==> src/hw/rtl/ilir_pkg.sv <==
`timescale 1ns / 1ps

package ilir_pkg;

    localparam int OPCODE_W = 3;
    localparam int INDEX_W = 7;
    localparam int DATA_W = 32;
    localparam int STATUS_W = 2;
    localparam int LENGTH_W = 7;

    localparam int DEFAULT_DEPTH = 64;
    localparam int DEFAULT_ELEMENT_WIDTH = 32;

    typedef enum logic [OPCODE_W-1:0] {
        OP_WRITE  = 3'd0,
        OP_READ   = 3'd1,
        OP_REMOVE = 3'd2,
        OP_INSERT = 3'd3,
        OP_PUSH   = 3'd4,
        OP_POP    = 3'd5,
        OP_CLEAR  = 3'd6,
        OP_NOP    = 3'd7
    } t_op;

    typedef enum logic [STATUS_W-1:0] {
        ST_OK    = 2'd0,
        ST_INDEX = 2'd1,
        ST_FULL  = 2'd2
    } t_status;

    typedef struct packed {
        logic [OPCODE_W-1:0] opcode;
        logic [INDEX_W-1:0]  index;
        logic [DATA_W-1:0]   element_data;
    } t_in_req;

    typedef struct packed {
        logic [DATA_W-1:0]   read_data;
        logic [STATUS_W-1:0] status;
        logic [LENGTH_W-1:0] length_now;
    } t_out_req;

    typedef struct packed {
        logic load_en;
        logic up_en;
        logic down_en;
    } t_cell_cmd;

endpackage

==> src/hw/rtl/ilir_cell.sv <==
`timescale 1ns / 1ps

module ilir_cell
    import ilir_pkg::*;
#(
    parameter int W   = DEFAULT_ELEMENT_WIDTH,
    parameter int PW  = 6,
    parameter int POS = 0
) (
    input  logic          i_clk,
    input  t_cell_cmd     i_cmd,
    input  logic [PW-1:0] i_pos,
    input  logic [W-1:0]  i_data,
    input  logic [W-1:0]  i_left,
    input  logic [W-1:0]  i_right,
    output logic [W-1:0]  o_value,
    output logic [W-1:0]  o_tap
);

    localparam logic [PW-1:0] MyPos = PW'(POS);

    logic [W-1:0] r_value;
    logic [W-1:0] n_value;
    logic         hit;

    assign hit = (i_pos == MyPos);

    always_comb begin
        n_value = r_value;
        if (i_cmd.load_en && hit) begin
            n_value = i_data;
        end else if (i_cmd.up_en && (MyPos > i_pos)) begin
            n_value = i_left;
        end else if (i_cmd.down_en && (MyPos >= i_pos)) begin
            n_value = i_right;
        end
    end

    always_ff @(posedge i_clk) begin
        r_value <= n_value;
    end

    assign o_value = r_value;
    assign o_tap   = hit ? r_value : '0;

endmodule

==> config.mk <==
export PLATFORM = sky130hd
export DESIGN_NAME = ilir_cell
export DESIGN_NICKNAME = d
export VERILOG_FILES = /design/src/hw/rtl/ilir_pkg.sv /design/src/hw/rtl/ilir_cell.sv
export SDC_FILE = /design/constraint.sdc
export NUM_CORES = 1
export LEC_CHECK = 0
export ABC_AREA = 1
export BUFFER_PORTS_ARGS = -buffer_cell sky130_fd_sc_hd__buf_2
export CORE_MARGIN = 4
export CORE_UTILIZATION = 38
export CTS_CLUSTER_DIAMETER = 50
export DETAILED_ROUTE_END_ITERATION = 12
export PLACE_DENSITY = 0.81
export SYNTH_ARGS = -nofsm -noshare
export SYNTH_HDL_FRONTEND = slang
export SYNTH_SLANG_ARGS = --single-unit
==> constraint.sdc <==
create_clock -name i_clk -period 3.16 [get_ports i_clk]
set_input_delay 0 -clock i_clk [delete_from_list [all_inputs] [get_ports i_clk]]
set_output_delay 0 -clock i_clk [all_outputs]
set_load 0.01 [all_outputs]
==> impl_metrics.json, run 1 <==
{
  "io_pins": 170,
  "vias_per_cell": 4.49,
  "utilization_pct": 59.9,
  "core_um2": 4790,
  "synth_top_family_by_area": "simple AND/OR/NAND/NOR gates",
  "worstPathRequired_ns": 3.09,
  "num_vias": 1954,
  "syn_area_um2": 1900,
  "drv_slew": 0,
  "post-route-drc-count": 0,
  "grt_max_degree": 35,
  "postPlaceCellArea_um2": 2570,
  "syn_to_final_growth_pct": 51.4,
  "timing.hold.ws_ns": 0.00781,
  "most-common-layout-cells": "buf_2 (136), nand2_1 (64), nand3_1 (32), inv_1 (32), edfxtp_1 (32)",
  "fin_cells": 435,
  "start_kind": "input port",
  "final_common_cell": "buf_2",
  "period_needed_ns": 1.72,
  "drive_gt1_share_pct": 48.4,
  "setup_tns_ns": 0,
  "synthAdderAreaFrac_pct": 0,
  "fin_ws_ns": 1.44,
  "seq_area_frac_synth_pct": 50.7,
  "fin_crit_sh_pct": 54.3,
  "dp_slack_ns": 1.11,
  "clk_pin_slew_ns": 0.06,
  "critical-path-slowest-cell": "nor2_8",
  "synth-xor-area-share_pct": 0,
  "clk_path_buf_depth": 2,
  "drt-pass1-iter-count": 4,
  "gp_congestion": 0.823,
  "start_util_pct": 39.6,
  "numCtsBuffers": 5,
  "cts_root_buffer": "clkbuf_8",
  "grt_usage_pct": 17.4,
  "cts_tree": "built",
  "synth-compound-area-share_pct": 0,
  "p_per_area_nw_per_um2": 298,
  "dieHeight_um": 78.6,
  "port_buffers": 136,
  "yosys_warnings": 0,
  "end_kind": "flip-flop",
  "irDropWorstVdd_mv": 0.198,
  "wl_per_cell_um": 12.4,
  "ys_ff_latch": 32,
  "wl_mm": 5.38,
  "cpPeakStageDelay_ns": 0.39,
  "max_freq_ghz": 0.582,
  "cap_violations": 0,
  "antenna_found_initial": 0,
  "synth_nets": 321,
  "die_x_um": 78.6,
  "synth_simple_gate_area_share_pct": 36.8,
  "fin_nets": 476,
  "worstMarginPinSlew_ns": 0.639,
  "cts_sinks": 32,
  "post-place-cells": 407,
  "cts_setup_buffers": 0,
  "largest_reg_flops": 32,
  "drt_iter0_drc": 67,
  "fp-row-count": 25,
  "p_leak_nw": 1.56,
  "ys_types": 16,
  "fin_area_um2": 2870,
  "setup_violations": 0,
  "grt_overflow": 0,
  "crit_type": "input port to flip-flop",
  "cts.htree.levels": 2,
  "hold_viol_final": 0,
  "netlist_instances": 215,
  "status": "completed",
  "rsz0062_at_grt": "false",
  "grt_pass1_vias": 1883,
  "timing.critical_path.buf_inv": 4,
  "grt_pass1_wl_mm": 8.55,
  "synth.avg_cell_area_um2": 8.82,
  "post-dp-hpwl_mm": 3.78,
  "diodes": 0,
  "hold_class": "input port to flip-flop",
  "cp_top_family": "buffers and inverters",
  "ant_nets": 0,
  "slew_headroom_pct": 57.4,
  "cp_cell_sequence": "buf_2, nor2_1, inv_2, nor2_8, inv_4, nor2_2, buf_4",
  "critPathArrivalTime_ns": 1.64,
  "die_area_um2": 6180,
  "critPathMaxFanout": 33,
  "total_power_mw": 0.855,
  "synthMuxAreaShare_pct": 0
}
## worst paths after layout
path	startpoint	to	slack, ns	depth (start not counted)
setup / recovery	i_pos[1]	o_value[16]	1.44	7
hold / removal	i_right[20]	o_value[20]	0.008	3
## power breakdown
group | switching, mW | leakage [nW] | total, mW | internal, mW
sequential | 0.00186 | 0.288 | 0.474 | 0.472
clock | 0.125 | 0.0359 | 0.267 | 0.141
combinational | 0.0503 | 1.24 | 0.115 | 0.0646
## worst min-delay path: cells and delay by family
kind	cells	cell delay, ns
and+or+nand+nor	2	0.09
buffers and inverters	1	0.08
## synthesized netlist by cell type
| library cell | count | area share (%) |
|---|---|---|
| nor2_4 | 10 | 5.9 |
| buf_12 | 1 | 1.1 |
| clkbuf_1 | 3 | 0.59 |
| buf_2 | 4 | 1.1 |
| nor2_8 | 1 | 1.1 |
| inv_4 | 1 | 0.33 |
| nand2_1 | 64 | 13 |
| nor2_1 | 7 | 1.4 |
| nor2_2 | 20 | 6.6 |
| nand3_1 | 32 | 8.4 |
| buf_6 | 5 | 3.0 |
| inv_1 | 32 | 6.3 |
| edfxtp_1 | 32 | 51 |
| nand2_2 | 1 | 0.33 |
| inv_2 | 1 | 0.20 |
| nand4_1 | 1 | 0.33 |
## routing by layer
| layer | track usage (%) | routed length [um] |
|---|---|---|
| met2 | 33.8 | 2990 |
| met5 | 0 | 0 |
| met4 | 7.52 | 125 |
| met1 | 17.6 | 1880 |
| met3 | 3.67 | 381 |
## cells by family (layout without fill, tap and decap cells)
logic type | Yosys count | count (layout)
flip-flops | 32 | 32
buffers and inverters | 47 | 200
AND/OR/NAND/NOR | 136 | 136
## cell type report
cell class              count  area, um^2
inverters                  34         130
fillers                   426        1920
multi-input cells         136         699
flip-flops and latches     32         961
clock buffers               5        68.8
well taps                  67        83.8
repair buffers            161         926
## what timing repair did
item                       in CTS  in global routing
hold endpoints to repair       23                  0
resized for setup               0                  0
setup endpoints to repair       0                  0
hold buffers                   23                  0
Note: power is estimated with default switching activity, not from simulation.
==> run 2, diff against run 1 <==
==> constraint.sdc (replaced) <==
create_clock -name i_clk -period 1.7 [get_ports i_clk]
set_input_delay 0 -clock i_clk [delete_from_list [all_inputs] [get_ports i_clk]]
set_output_delay 0 -clock i_clk [all_outputs]
set_load 0.01 [all_outputs]
==> run 2 against run 1 <==
Effect of this change: clock-buffer cell count is 1 higher; setup slack got worse by 0.90 ns; largest power group unchanged; non-clock buffer count is 10 higher; sequential share of layout area is 1.5 points lower; combinational power up 99%; core utilization rose by 2.8 points; flip-flop and latch count did not move.
==> impl_metrics.json, run 2 (synthesis gave the netlist of run 1 again) <==
{
  "die_area_um2": 6180,
  "end_kind": "primary output",
  "fin_nets": 486,
  "status": "completed",
  "fp-row-count": 25,
  "fin_crit_sh_pct": 68.2,
  "critical-path-slowest-cell": "buf_4",
  "syn_to_final_growth_pct": 58.4,
  "grt_max_degree": 33,
  "dieHeight_um": 78.6,
  "cap_violations": 0,
  "setup_violations": 0,
  "irDropWorstVdd_mv": 0.370,
  "critPathArrivalTime_ns": 1.16,
  "critPathLaunch": "i_pos[3]",
  "p_sw_mw": 0.367,
  "start_kind": "input port",
  "num_vias": 2026,
  "numCtsBuffers": 5,
  "fillers": 395,
  "hold_viol_final": 0,
  "p_seq_share_pct": 48.6,
  "wl_per_cell_um": 12.1,
  "grt_overflow": 0,
  "hold_class": "input port to flip-flop",
  "slew_headroom_pct": 57.6,
  "vias_per_cell": 4.52,
  "hold_depth": 3,
  "cts.htree.levels": 2,
  "final_common_cell": "buf_2",
  "switching_share_pct": 20.3,
  "post-route-drc-count": 0,
  "die_x_um": 78.6,
  "cts_resized": 0,
  "cpPeakStageDelay_ns": 0.31,
  "most-common-layout-cells": "buf_2 (136), nand2_1 (64), nand3_1 (32), inv_1 (32), edfxtp_1 (32)",
  "utilization_pct": 62.7,
  "io_pins": 170,
  "drt_iter0_drc": 144,
  "drv_slew": 0,
  "cts_tree": "built",
  "post-place-cells": 411,
  "core_um2": 4790,
  "grt_pass1_vias": 1953,
  "largest_reg_flops": 32,
  "drt-pass1-iter-count": 4,
  "start_util_pct": 39.6,
  "clk_pin_slew_ns": 0.07,
  "worstPathRequired_ns": 1.70,
  "postPlaceCellArea_um2": 2610,
  "fin_cells": 448,
  "comb_power_share_pct": 12.6,
  "worstMarginPinSlew_ns": 0.637,
  "ant_nets": 0,
  "cts_sinks": 32,
  "gp_congestion": 0.790,
  "diodes": 0,
  "multi_input_area_um2": 704,
  "max_freq_ghz": 0.863,
  "grt_usage_pct": 17.8,
  "p_per_area_nw_per_um2": 603,
  "period_needed_ns": 1.16,
  "clk_path_buf_depth": 2,
  "clockPowerShare_pct": 38.7,
  "post-dp-hpwl_mm": 3.73,
  "holdCritStartpoint": "i_right[8]",
  "cts_root_buffer": "clkbuf_8",
  "grt_pass1_wl_mm": 8.64,
  "internal_power_mw": 1.44,
  "setup_tns_ns": 0,
  "fin_area_um2": 3000,
  "rsz0062_at_grt": "false",
  "antenna_found_initial": 0,
  "crit_type": "input port to primary output",
  "port_buffers": 136,
  "critPathMaxFanout": 32,
  "regArea_um2": 961,
  "cp_cell_sequence": "buf_2, nor2_1, nand2_2, nor2_8, inv_4, buf_4, nor2_1, buf_2",
  "wl_mm": 5.40,
  "drive_gt1_share_pct": 48.3,
  "p_leak_nw": 1.62
}
run 2: per-layer routing:
metal | part of all wire (%) | global-route usage [%]
met5 | 0 | 0
met2 | 52 | 32.4
met3 | 7.4 | 4.13
met1 | 38 | 18.9
met4 | 3.1 | 9.27
run 2: stage by stage:
step	total power [mW]	hold slack, ns	setup slack (ns)
global placement	1.07	0.267	0.528
CTS	1.82	0.00237	0.553
floorplan	0.971	0.179	0.344
detailed placement	1.07	0.268	0.503
finish	1.81	0.00966	0.541
global route	1.88	0.00629	0.431
run 2: layout make-up:
cell class              instances  area share (%)
clock buffers                   6            2.42
clock inverters                 2            1.17
inverters                      34            4.33
multi-input cells             136            23.5
flip-flops and latches         32            32.0
well taps                      67            2.79
repair buffers                171            33.8
run 2: critical path: cells and delay by family:
kind / cells / cell delay, ns
AND/OR/NAND/NOR: 4 / 0.54
buffers and inverters: 4 / 0.60
run 2: what timing repair did:
action	in CTS	in global routing
setup buffers	0	0
endpoints found under the hold margin	28	1
hold buffers	28	1
run 2: final timing paths:
check,endpoint
setup / recovery,o_tap[31]
hold / removal,o_value[8]
run 2: power groups by stage:
stage	sequential [mW]	clock (mW)	combinational, mW
after floorplan	0.901	0	0.0703
after global placement	0.897	0	0.170
after detailed placement	0.897	0	0.174
after CTS	0.880	0.716	0.223
after global routing	0.880	0.748	0.253
final	0.880	0.701	0.229
